## src/design/sacl_pkg.sv

```systemverilog
`default_nettype none

package sacl_pkg;

  localparam int unsigned AddrW         = 32;
  localparam int unsigned TagW          = 32;
  localparam int unsigned IdxW          = 10;
  localparam int unsigned WayUsedW      = 3;
  localparam int unsigned CfgIdxW       = 2;
  localparam int unsigned CfgDataW      = 4;
  localparam int unsigned ShiftW        = 5;
  localparam int unsigned WayCntW       = 5;

  localparam logic [CfgDataW-1:0] MaxOffsetBits = 4'd12;
  localparam logic [CfgDataW-1:0] MaxIndexBits  = 4'd10;

  // configuration register indexes
  localparam logic [CfgIdxW-1:0] CfgOffsetBits = 2'd0;
  localparam logic [CfgIdxW-1:0] CfgIndexBits  = 2'd1;
  localparam logic [CfgIdxW-1:0] CfgWaysInUse  = 2'd2;

  localparam logic [CfgDataW-1:0] OffsetBitsRst = 4'd5;
  localparam logic [CfgDataW-1:0] IndexBitsRst  = 4'd6;
  localparam logic [CfgDataW-1:0] WaysInUseRst  = 4'd4;

  // request kinds
  localparam logic ReqRead  = 1'b0;
  localparam logic ReqWrite = 1'b1;

  typedef struct packed {
    logic             req_type;
    logic [AddrW-1:0] address;
  } sacl_req_t;

  typedef struct packed {
    logic                hit;
    logic                fetch_needed;
    logic                writeback_needed;
    logic [AddrW-1:0]    writeback_address;
    logic [WayUsedW-1:0] way_used;
  } sacl_rsp_t;

endpackage

`default_nettype wire

```

## src/design/sacl_way_cmp.sv

```systemverilog
`default_nettype none

module sacl_way_cmp #(
  parameter int unsigned WayW  = 3,
  parameter int unsigned RankW = 3
) (
  input  wire logic                      clk_i,
  input  wire logic                      rst_ni,
  input  wire logic                      start_i,
  input  wire logic                      step_i,
  input  wire logic [WayW-1:0]           way_i,
  input  wire logic                      valid_i,
  input  wire logic [sacl_pkg::TagW-1:0] tag_i,
  input  wire logic [RankW-1:0]          rank_i,
  input  wire logic [sacl_pkg::TagW-1:0] req_tag_i,
  output logic                           hit_o,
  output logic      [WayW-1:0]           hit_way_o,
  output logic      [WayW-1:0]           vic_way_o
);

  import sacl_pkg::*;

  logic             hit_q, hit_d;
  logic [WayW-1:0]  hit_way_q, hit_way_d;
  logic [WayW-1:0]  vic_way_q, vic_way_d;
  logic [RankW-1:0] vic_rank_q, vic_rank_d;

  // one way per step: tag match and running highest rank
  always_comb begin
    hit_d      = hit_q;
    hit_way_d  = hit_way_q;
    vic_way_d  = vic_way_q;
    vic_rank_d = vic_rank_q;
    if (start_i) begin
      hit_d      = 1'b0;
      hit_way_d  = '0;
      vic_way_d  = '0;
      vic_rank_d = '0;
    end else if (step_i) begin
      if (!hit_q && valid_i && (tag_i == req_tag_i)) begin
        hit_d     = 1'b1;
        hit_way_d = way_i;
      end
      if ((way_i == '0) || (rank_i > vic_rank_q)) begin
        vic_way_d  = way_i;
        vic_rank_d = rank_i;
      end
    end
  end

  always_ff @(posedge clk_i or negedge rst_ni) begin
    if (!rst_ni) begin
      hit_q <= 1'b0;
    end else begin
      hit_q <= hit_d;
    end
  end

  always_ff @(posedge clk_i) begin
    hit_way_q  <= hit_way_d;
    vic_way_q  <= vic_way_d;
    vic_rank_q <= vic_rank_d;
  end

  assign hit_o     = hit_q;
  assign hit_way_o = hit_way_q;
  assign vic_way_o = vic_way_q;

endmodule

`default_nettype wire

```

## config.mk

```make
export PLATFORM = sky130hd
export DESIGN_NAME = sacl_way_cmp
export DESIGN_NICKNAME = d
export VERILOG_FILES = /design/src/design/sacl_pkg.sv /design/src/design/sacl_way_cmp.sv
export SDC_FILE = /design/constraint.sdc
export NUM_CORES = 1
export LEC_CHECK = 0
export ABC_AREA = 1
export ABC_CLOCK_PERIOD_IN_PS = 1850
export BUFFER_PORTS_ARGS = -buffer_cell sky130_fd_sc_hd__clkbuf_2
export CORE_MARGIN = 5
export CORE_UTILIZATION = 26
export DETAILED_ROUTE_END_ITERATION = 8
export HOLD_SLACK_MARGIN = 0.08
export SYNTH_ARGS = -nofsm -noshare
export SYNTH_HDL_FRONTEND = slang
export SYNTH_SLANG_ARGS = --single-unit
```

## constraint.sdc

```tcl
create_clock -name clk_i -period 1.85 [get_ports clk_i]
set_clock_uncertainty 0.2 [all_clocks]
set_input_delay 0.185 -clock clk_i [delete_from_list [all_inputs] [get_ports clk_i]]
set_output_delay 0.185 -clock clk_i [all_outputs]
set_load 0.02 [all_outputs]
```

---- After elaboration in Yosys (flattened, before gate mapping) ----
Index checks and enable logic that the tools add are counted.
storage, ports and cells
  bits in registers ....................... 10
  output and inout bits ................... 7
operators by class
  order comparisons ....................... 1
  eq/ne operators ......................... 1
  reduce and logical (&&, ||, !) cells .... 10
  mux-type cells .......................... 3
operators with widths
  operator                       count
  32-bit == test                 1
  2-bit AND reduction            3
  2-bit nonzero test             2
  3-bit greater-than comparator  1
  3-bit logical NOT              1
  1-bit two-way mux              3
  1-bit logical AND              2
  1-bit logical NOT              1
  1-bit logical OR               1

---- Logic depth before layout (Yosys ltp) ----
Gate-level depths: netlist of the first run.
  word-level depth ........................ 6
  gate-level depth with buffers ........... 11
  gate-level depth less buffers ........... 11

---- Least setup slack after synthesis of the first run ----
No wires, ideal clock.
  kind .................................... reg2reg
  start point ............................. reg vic_rank_q[2]
  end point ............................... reg vic_rank_q[1]
  setup time .............................. 0.122 ns
  cell stages (with the launch flop) ...... 10
  arrival time ............................ 1.357 ns
  setup slack ............................. 0.171 ns
  cells stage by stage .................... dfxtp_1 inv_1 ha_1 nand2_1 o21ai_0 nand2_1 o31ai_4 nand2_1 o21ai_0 a21oi_1
on the way
  word-level cells in the longest chain between the ends .. 3
RTL lines
  what                                  line                source
  from (decl)                           sacl_way_cmp.sv:26  logic [RankW-1:0] vic_rank_q, vic_rank_d;
  from (signal assigned)                sacl_way_cmp.sv:62  vic_rank_q <= vic_rank_d;
  3-bit greater-than comparator         sacl_way_cmp.sv:44  if ((way_i == '0) || (rank_i > vic_rank_q)) begin
  1-bit logical OR                      sacl_way_cmp.sv:44
  2-bit AND reduction (no source line)  n/a
No other way between the ends.
A chain may end at the register's enable or synchronous reset.

---- Worst setup path after layout of the first run ----
  start point ............................. in step_i
  end point ............................... reg hit_way_q[0] (netlist: hit_way_o[0])
on the way
  word-level cells in the longest chain between the ends .. 1
RTL lines
  what                                  line                source
  from (decl)                           sacl_way_cmp.sv:10  input wire logic step_i,
  2-bit AND reduction (no source line)  n/a
  to (signal assigned)                  sacl_way_cmp.sv:60  hit_way_q <= hit_way_d;
  to (decl)                             sacl_way_cmp.sv:24  logic [WayW-1:0] hit_way_q, hit_way_d;
No other way between the ends.

==> reports/qor.txt, run 1 <==
Status -> finished clean
Die width -> 79.1 microns
Tcrit/Tclk final -> 92.5%
Sequential cell area fraction in the yosys report -> 16.5%
Hold Crit Class -> flop to flop
CTS clk-pin slew, worst paths -> 0.04 ns
WL per Instance -> 9.65 microns
Achievable frequency -> 585 MHz
Post-synth top area share -> 28.4%
Fin crit period -> 1.71 ns
Antenna cells -> 0
Pwr dens -> 436 nW/um^2
Initial Util -> 26.5%
DRT Wirelength -> 3.81 mm
Post-Syn Area -> 1240 sq um
Vias per std cell -> 4.19
Avg Inst Size Synth -> 5.05 sq um
Skew-Pair Late Insertion Delay -> 0.23 ns
Post-CTS setup repair buffer count -> 0
Worst Hold Depth -> 2
Clock Root Buffer -> clkbuf_8
Worst-Margin Slew -> 0.283 ns
Final ANT Viol Nets -> 0
RSZ-0062 raised after global routing -> no
Synth Warn # -> 0
Slew Limit Fails -> 0
Largest net degree at the start of global routing -> 9
Relative slew margins -> 81.0%
Reg2reg path depth -> 9
Layout cells sized above 1 -> 26.7%
Worst hold margin -> 0.256 ns
Clk buf depth -> 2
Dominant synthesized flop cell -> dfxtp_1
First DRT Iteration DRCs -> 55
Initial antenna violation count -> 0
Final RePlAce weighted congestion -> 0.794
Vias in the first global route -> 1566
Gr usage total -> 12.2%
WP data required -> 1.77 ns
Ports -> 82
Syn Nets -> 324
Crit. End Element -> flop
Core box area -> 4690 sq um
TritonCTS clock tree -> yes
FF+latch count, synth -> 10
Pre-CTS setup slack -> -0.00692 ns
Final Hold Fails -> 0
Port-buffer cells -> 81
CTS HTree Levels -> 1
Std-Cell Rows -> 25
Async SR Flop Fraction -> 10.0%
Clk sinks -> 10
Die area -> 6260 sq um
Most common cell in the synthesized netlist -> nand2_1
Synthesis-to-layout area growth -> 50.6%
TritonRoute pass-1 iters -> 4
Area leader, netlist -> nand2_1
Syn Inst Count -> 246
Routed via count -> 1654
Crit path kind -> input pin to flop
DIE HEIGHT -> 79.1 microns
# Max-Cap Violations -> 0
Post-synth top cells -> 94 x nand2_1, 52 x inv_1, 40 x nor2_1
Global-route wire length before repair -> 6.15 mm
Total congestion overflow -> 0
Synth unique cells -> 18
CTS Buf Count -> 3
Critical Path Fanout Max -> 6
NumNets Final -> 420
DRC errors left -> 0
Final worst setup slack -> 0.139 ns
EDFF count, synth -> 0
Critical Path AT -> 1.63 ns
Layout fillers -> 525
Placed wire-length estimate -> 3.39 mm
Critical path startpoint category -> input pin
Final Setup Violations -> 0
Max VDD drop -> 0.179 mV
Synth area leaders -> nand2_1 28%, inv_1 16%, dfxtp_1 15%
Cell leakage power -> 1.18 nW
[through the flow]
stage | setup TNS (ns) | util, % | instances | cell area [sq um] | power, mW
floorplan | 0 | - | 246 | 1240 | 0.426
global placement | 0 | 36.5 | 381 | 1710 | 0.561
detailed placement | -0.00839 | 36.5 | 381 | 1710 | 0.568
CTS | 0 | 39.7 | 395 | 1860 | 0.825
global route | 0 | 39.8 | 395 | 1870 | 0.888
finish | 0 | 39.8 | 395 | 1870 | 0.816
[cells in the final DEF, fill, tap and decap left out, types with 5 or more instances in the layout]
cell           count
clkbuf_2          80
xnor2_1            5
dlygate4sd3_1     10
nand2_1           93
xor2_1             5
dfxtp_1            9
inv_1             52
a21oi_1            7
nor2_1            40
nand3_1           17
[kinds of logic after synthesis]
logic type / count (synthesis) / share of synthesized area [%]
XOR/XNOR: 10 / 7.06
AND/OR/NAND/NOR: 159 / 51.5
AO/OA/AOI/OAI: 12 / 6.15
adder cells (fa/ha/maj): 3 / 3.02
flip-flops: 10 / 16.5
buffers and inverters: 52 / 15.7
[metal layers]
layer / up-vias / global-route usage [%] / share of wire (%)
met5: - / 0 / 0
met4: 0 / 4.30 / 2.1
met3: 8 / 2.04 / 5.6
met2: 46 / 21.9 / 49
met1: 679 / 14.4 / 44
li1: 921 / - / -
[what timing repair did]
action | 4_1_cts | 5_1_grt
endpoints found under the setup margin | 1 | 6
hold buffers | 10 | 0
pin swaps | 0 | 4
resized for setup | 1 | 6
endpoints found under the hold margin | 8 | 0
[critical path: stages]
cell           delay (ns)
dlygate4sd3_1        0.56
buf_4                0.15
nand3_2              0.10
nor2_1               0.09
nand2_1              0.05
nor2_1               0.10
nand2_1              0.06
nor2_2               0.12
nand3_1              0.10
nand2_1              0.07
nor2_1               0.04
[area by class of cell]
class                           count  area, sq um  share of cell area [%]
Sequential cell                    10          205                    11.0
Clock buffer                        4         45.0                    2.41
Tap cell                           54         67.6                    3.61
Timing Repair Buffer               91          508                    27.2
Inverter                           52          195                    10.4
Multi-Input combinational cell    184          848                    45.4
[path summary, 6_finish.rpt]
kind,from,endpoint,slack [ns]
setup / recovery,step_i,hit_way_o[0],0.14
hold / removal,vic_rank_q[2],vic_rank_q[2],0.26
setup reg to reg,vic_rank_q[2],vic_rank_q[0],0.16
hold reg to reg,vic_rank_q[2],vic_rank_q[2],0.26
max in group asynchronous,rst_ni,hit_o,0.74
min in group asynchronous,rst_ni,hit_o,0.60
[report_power, final]
part	leakage (nW)	switching, mW	internal, mW
sequential	0.0875	0.00567	0.230
combinational	1.07	0.185	0.162
clock	0.0228	0.0818	0.151
[flip-flops by register name (all words and copies together), names as in the netlist]
name,count
vic_way_o,3
hit_way_o,3
vic_rank_q,3
hit_o,1
No activity file was read; power rests on OpenSTA's default activity.
==> inputs of run 2 (changes only) <==
- MAX_ROUTING_LAYER: not set -> met4
- PLACE_DENSITY_LB_ADDON: not set -> 0.15
- RECOVER_POWER: not set -> 25
==> reports/qor.txt, run 2 (synthesized netlist as in run 1, its figures left out) <==
Antenna cells -> 0 (unchanged)
Critical Path AT -> 1.61 ns (-0.02 ns)
WP data required -> 1.77 ns (about the same)
Relative slew margins -> 79.2% (-1.8 points)
Clk sinks -> 10 (unchanged)
Global-route wire length before repair -> 5.96 mm (-3.1%)
Crit. End Element -> flop
Total congestion overflow -> 0 (unchanged)
Pre-CTS setup slack -> 0.0101 ns (+0.0170 ns)
Setup TNS -> 0 ns (unchanged)
Die area -> 6260 sq um (unchanged)
WL per Instance -> 9.44 microns (-2.1%)
Clk buf depth -> 2 (unchanged)
Fin crit period -> 1.69 ns (-0.0202 ns)
Crit path kind -> flop to flop
Worst-Margin Slew -> 0.312 ns (+0.0295 ns)
Tcrit/Tclk final -> 91.4% (-1.1 points)
Critical path startpoint category -> flop
Reg2reg path depth -> 9 (unchanged)
Most frequent cells in the layout -> 93 x nand2_1, 77 x clkbuf_2, 52 x inv_1
Port-buffer cells -> 81 (unchanged)
Layout cells sized above 1 -> 25.6% (-1.1 points)
Initial Util -> 26.5% (unchanged)
# Max-Cap Violations -> 0 (unchanged)
Cell leakage power -> 1.17 nW (-0.99%)
Std-Cell Rows -> 25 (unchanged)
Final worst setup slack -> 0.160 ns (+0.0202 ns)
Post-CTS setup repair buffer count -> 0 (unchanged)
Final Setup Violations -> 0 (unchanged)
CTS Buf Count -> 3 (unchanged)
CTS clk-pin slew, worst paths -> 0.05 ns (about the same)
DIE HEIGHT -> 79.1 microns (unchanged)
RSZ-0062 raised after global routing -> no
Clock Root Buffer -> clkbuf_8
Pwr dens -> 437 nW/um^2 (about the same)
Routed via count -> 1616 (-2.3%)
Status -> finished clean
Vias in the first global route -> 1504 (-4.0%)
Worst Hold Depth -> 3 (+1)
Achievable frequency -> 592 MHz (+1.2%)
Final RePlAce weighted congestion -> 0.787 (-0.84%)
TritonCTS clock tree -> yes
Vias per std cell -> 4.10 (-2.0%)
Commonest non-fill, non-tap cell in the layout -> nand2_1
First DRT Iteration DRCs -> 40 (-27%)
Core box area -> 4690 sq um (unchanged)
Die width -> 79.1 microns (unchanged)
Initial antenna violation count -> 0 (unchanged)
Hold Crit Class -> input pin to flop
DRC errors left -> 0 (unchanged)
Critical Path Fanout Max -> 8 (+2)
Largest net degree at the start of global routing -> 9 (unchanged)
Ports -> 82 (unchanged)
Final Hold Fails -> 0 (unchanged)
CTS HTree Levels -> 1 (unchanged)
TritonRoute pass-1 iters -> 4 (unchanged)
Tot Pwr -> 812 uW (-0.46%)
Gr usage total -> 11.8% (-0.31 points)
Final ANT Viol Nets -> 0 (unchanged)
Skew-Pair Late Insertion Delay -> 0.23 ns (about the same)
DRT Wirelength -> 3.72 mm (-2.4%)
Placed wire-length estimate -> 3.30 mm (-2.4%)
Synthesis-to-layout area growth -> 49.8%
Max VDD drop -> 0.273 mV (+52%)
NumNets Final -> 419 (-0.24%)
Slew Limit Fails -> 0 (unchanged)
==> run 2: changes by cell type in the layout (fill, tap and decap cells not counted), sizes merged <==
cell         before  now
dlygate4sd3      10    9
==> run 2: power breakdown <==
group          total, mW  leakage, nW  switching (mW)  internal, mW
sequential         0.236       0.0875         0.00546         0.230
combinational      0.345         1.06           0.185         0.160
clock              0.232       0.0228          0.0811         0.150
total              0.812         1.17           0.271         0.540
==> run 2: critical path, cell delays in order (launching register included) <==
cell	delay, ns
dfxtp_1	0.30
inv_1	0.05
ha_1	0.29
nand2_1	0.05
o21ai_0	0.14
nand2_1	0.10
o31ai_4	0.10
nand2_4	0.13
o21ai_0	0.17
a21oi_1	0.05
==> run 2: per-stage QoR <==
| stage | util, % | hold slack [ns] | instances | cell area [sq um] |
|---|---|---|---|---|
| 6_report | 39.6 | 0.0826 | 394 | 1860 |
| 5_1_grt | 39.6 | 0.108 | 394 | 1860 |
| 4_1_cts | 39.4 | 0.0825 | 394 | 1850 |
| 3_5_place_dp | 36.5 | -0.238 | 381 | 1710 |
| 3_3_place_gp | 36.5 | -0.239 | 381 | 1710 |
| 2_1_floorplan | - | -0.311 | 246 | 1240 |
==> run 2: final timing paths <==
path | from | endpoint | slack, ns
worst max-delay path | vic_rank_q[2] | vic_rank_q[1] | 0.16
worst min-delay path | way_i[2] | vic_way_o[2] | 0.08
worst max register to register | vic_rank_q[2] | vic_rank_q[1] | 0.16
worst min register to register | vic_rank_q[2] | vic_rank_q[2] | 0.25
max in group asynchronous | rst_ni | hit_o | 0.76
min in group asynchronous | rst_ni | hit_o | 0.59
==> run 2: cell type report <==
cell class / instances / area [sq um]
clock buffers: 4 / 45.0
fillers: 549 / 2830
inverters: 52 / 195
multi-input cells: 184 / 848
flip-flops and latches: 10 / 205
well taps: 54 / 67.6
repair buffers: 90 / 498
==> run 2: what timing repair did <==
| item | in CTS | in global routing |
|---|---|---|
| hold buffers | 9 | 0 |
| resized for setup | 0 | 5 |
| endpoints found under the hold margin | 8 | 0 |
| setup endpoints to repair | 0 | 9 |
==> run 2: layer usage <==
layer	share of wire (%)	global-route usage, %	up-vias
met1	45	13.9	653
met2	49	21.6	43
met4	0.51	1.03	0
met3	5.6	2.38	2
met5	0	-	-
li1	-	-	918
==> inputs of run 3 (changes only) <==
- ABC_AREA: 1 -> not set
==> reports/qor.txt, run 3 <==
Syn Nets -> 174 (-46%)
Post-synth top cells -> 24 x xor2_1, 9 x dfxtp_1, 8 x xnor2_1
Setup TNS -> 0 ns (unchanged)
DRT Wirelength -> 2.79 mm (-25%)
Die area -> 4510 sq um (-28%)
Total congestion overflow -> 0 (unchanged)
Critical Path Fanout Max -> 2 (-6)
First DRT Iteration DRCs -> 13 (-68%)
Vias in the first global route -> 1040 (-31%)
Async SR Flop Fraction -> 10.0% (unchanged)
RSZ-0062 raised after global routing -> no
Syn Inst Count -> 96 (-61%)
Area leader, netlist -> xor2_1
Routed via count -> 1049 (-35%)
Clock Root Buffer -> clkbuf_4
# Max-Cap Violations -> 0 (unchanged)
Slew Limit Fails -> 0 (unchanged)
Core box area -> 3100 sq um (-34%)
Clk buf depth -> 2 (unchanged)
Initial antenna violation count -> 0 (unchanged)
Storage element area -> 205 sq um (unchanged)
CTS clk-pin slew, worst paths -> 0.07 ns (+0.02 ns)
Max VDD drop -> 0.379 mV (+39%)
Post-synth top area share -> 24.7% (-3.7 points)
P_sw -> 204 uW (-25%)
Most frequent cells in the layout -> 78 x clkbuf_2, 24 x xor2_1, 9 x dfxtp_1, 9 x dlygate4sd3_1, 8 x xnor2_1
Commonest non-fill, non-tap cell in the layout -> clkbuf_2
Std-Cell Rows -> 20 (-20%)
Initial Util -> 27.4% (+0.93 points)
Layout fillers -> 328 (-40%)
Worst-Margin Slew -> 0.368 ns (+0.0552 ns)
Cells after DPL -> 223 (-41%)
Synth unique cells -> 24 (+6)
Port-buffer cells -> 81 (unchanged)
WL per Instance -> 11.8 microns (+25%)
Gr usage total -> 12.7% (+0.82 points)
Largest net degree at the start of global routing -> 14 (+5)
Global-route wire length before repair -> 4.33 mm (-27%)
DRC errors left -> 0 (unchanged)
Pre-CTS setup slack -> -0.0382 ns (-0.0483 ns)
Skew-Pair Late Insertion Delay -> 0.27 ns (+0.04 ns)
Fin cells -> 237 (-40%)
Antenna cells -> 0 (unchanged)
NumNets Final -> 272 (-35%)
Multi-input gate area -> 644 sq um (-24%)
Critical Path AT -> 1.78 ns (+0.17 ns)
Final Setup Violations -> 0 (unchanged)
Crit. End Element -> flop
Placed wire-length estimate -> 2.43 mm (-26%)
Tot Pwr -> 701 uW (-14%)
Comb power frac -> 38.3% (-4.2 points)
Die width -> 67.2 microns (-15%)
EDFF count, synth -> 0 (unchanged)
Post-Syn Area -> 850 sq um (-32%)
Fin crit period -> 1.77 ns (+0.0804 ns)
Final ANT Viol Nets -> 0 (unchanged)
Synthesis-to-layout area growth -> 74.8%
Clk pwr share -> 28.9% (+0.4 points)
TritonCTS clock tree -> yes
Dominant synthesized flop cell -> dfxtp_1
Synth Warn # -> 0 (unchanged)
Layout cells sized above 1 -> 48.7% (+23 points)
CTS HTree Levels -> 1 (unchanged)
TritonRoute pass-1 iters -> 4 (unchanged)
Clk sinks -> 10 (unchanged)
Final Cell Area -> 1490 sq um (-20%)
Final worst setup slack -> 0.0792 ns (-0.0804 ns)
Vias per std cell -> 4.43 (+7.9%)
Synth area leaders -> xor2_1 25%, dfxtp_1 21%, xnor2_1 8.2%
Tcrit/Tclk final -> 95.7% (+4.3 points)
Ports -> 82 (unchanged)
Reg2reg path depth -> 7 (-2)
Final RePlAce weighted congestion -> 0.718 (-8.8%)
Hold Crit Class -> input pin to flop
FF+latch count, synth -> 10 (unchanged)
Switching Fraction -> 29.1% (-4.4 points)
Crit path kind -> flop to flop
Status -> finished clean
Worst Hold Depth -> 4 (+1)
Avg Inst Size Synth -> 8.85 sq um (+75%)
Cell leakage power -> 0.722 nW (-38%)
Final Hold Fails -> 0 (unchanged)
Placed Area -> 1330 sq um (-22%)
DIE HEIGHT -> 67.2 microns (-15%)
Flop pwr share -> 32.8% (+3.8 points)
Critical path startpoint category -> flop
WP data required -> 1.86 ns (+0.09 ns)
Relative slew margins -> 75.3% (-3.9 points)
Achievable frequency -> 565 MHz (-4.5%)
CTS Buf Count -> 3 (unchanged)
Most common cell in the synthesized netlist -> xor2_1
Sequential cell area fraction in the yosys report -> 24.2% (+7.6 points)
Pint -> 497 uW (-8.0%)
Pwr dens -> 472 nW/um^2 (+8.1%)
## run 3: changes by cell type after synthesis, sizes merged, moves of 17 or more
| cell | previous run | this run |
|---|---|---|
| nand2 | 94 | 0 |
| inv | 52 | 5 |
| nor2 | 42 | 1 |
| xor2 | 5 | 24 |
| nand3 | 18 | 1 |
## run 3: logic make-up after synthesis
group,share of synthesized area (%)
AOI/OAI and AO/OA,10.6
adders and majority gates,4.42
xor gates and xnor gates,33.0
buffers and inverters,2.65
and+or+nand+nor,21.6
muxes,3.53
DFF,24.2
## run 3: per-stage QoR
stage               hold WS (ns)  util, %
CTS                        0.127     47.0
global route               0.151     47.9
finish                     0.139     47.9
global placement          -0.239     42.9
detailed placement        -0.238     42.9
floorplan                 -0.311        -
## run 3: worst paths after layout
kind,to,from,slack [ns]
setup / recovery,vic_rank_q[0],vic_rank_q[2],0.08
hold / removal,vic_rank_q[1],step_i,0.14
setup reg to reg,vic_rank_q[0],vic_rank_q[2],0.08
hold reg to reg,vic_rank_q[2],vic_rank_q[2],0.28
max in group asynchronous,hit_o,rst_ni,0.81
min in group asynchronous,hit_o,rst_ni,0.54
## run 3: worst max-delay path: stages, from the launching register on
cell and delay (ns):
dfxtp_1 0.32, inv_1 0.04, ha_1 0.29, nor2_1 0.06, a31oi_2 0.17, a21oi_2 0.09, or3_2 0.41, a21oi_1 0.12
## run 3: what timing repair did
item / in CTS / in global routing
cloned: 0 / 0
buffers inserted: 0 / 1
setup endpoints to repair: 2 / 6
hold buffers: 9 / 0
pin swaps: 1 / 4
resized for setup: 0 / 3
hold endpoints to repair: 10 / 0
## run 3: layout make-up
cell class | instances | share of cell area (%)
well taps | 44 | 3.71
multi-input cells | 80 | 43.4
clock buffers | 4 | 2.44
repair buffers | 94 | 35.4
flip-flops and latches | 10 | 13.8
inverters | 5 | 1.26
## run 3: layer usage
layer / share of wire [%] / routed length (microns) / global-route usage, % / vias up
met3: 13 / 355 / 2.16 / 4
li1: - / - / - / 534
met4: 0.86 / 24 / 3.80 / 0
met2: 49 / 1360 / 23.7 / 55
met5: 0 / 0 / - / -
met1: 38 / 1060 / 13.5 / 456
## run 3: power groups by stage
stage               registers [mW]  logic [mW]  clock network [mW]
floorplan                    0.240       0.107                   0
global placement             0.234       0.235                   0
detailed placement           0.235       0.242                   0
CTS                          0.230       0.259               0.212
global route                 0.231       0.298               0.222
finish                       0.230       0.268               0.203
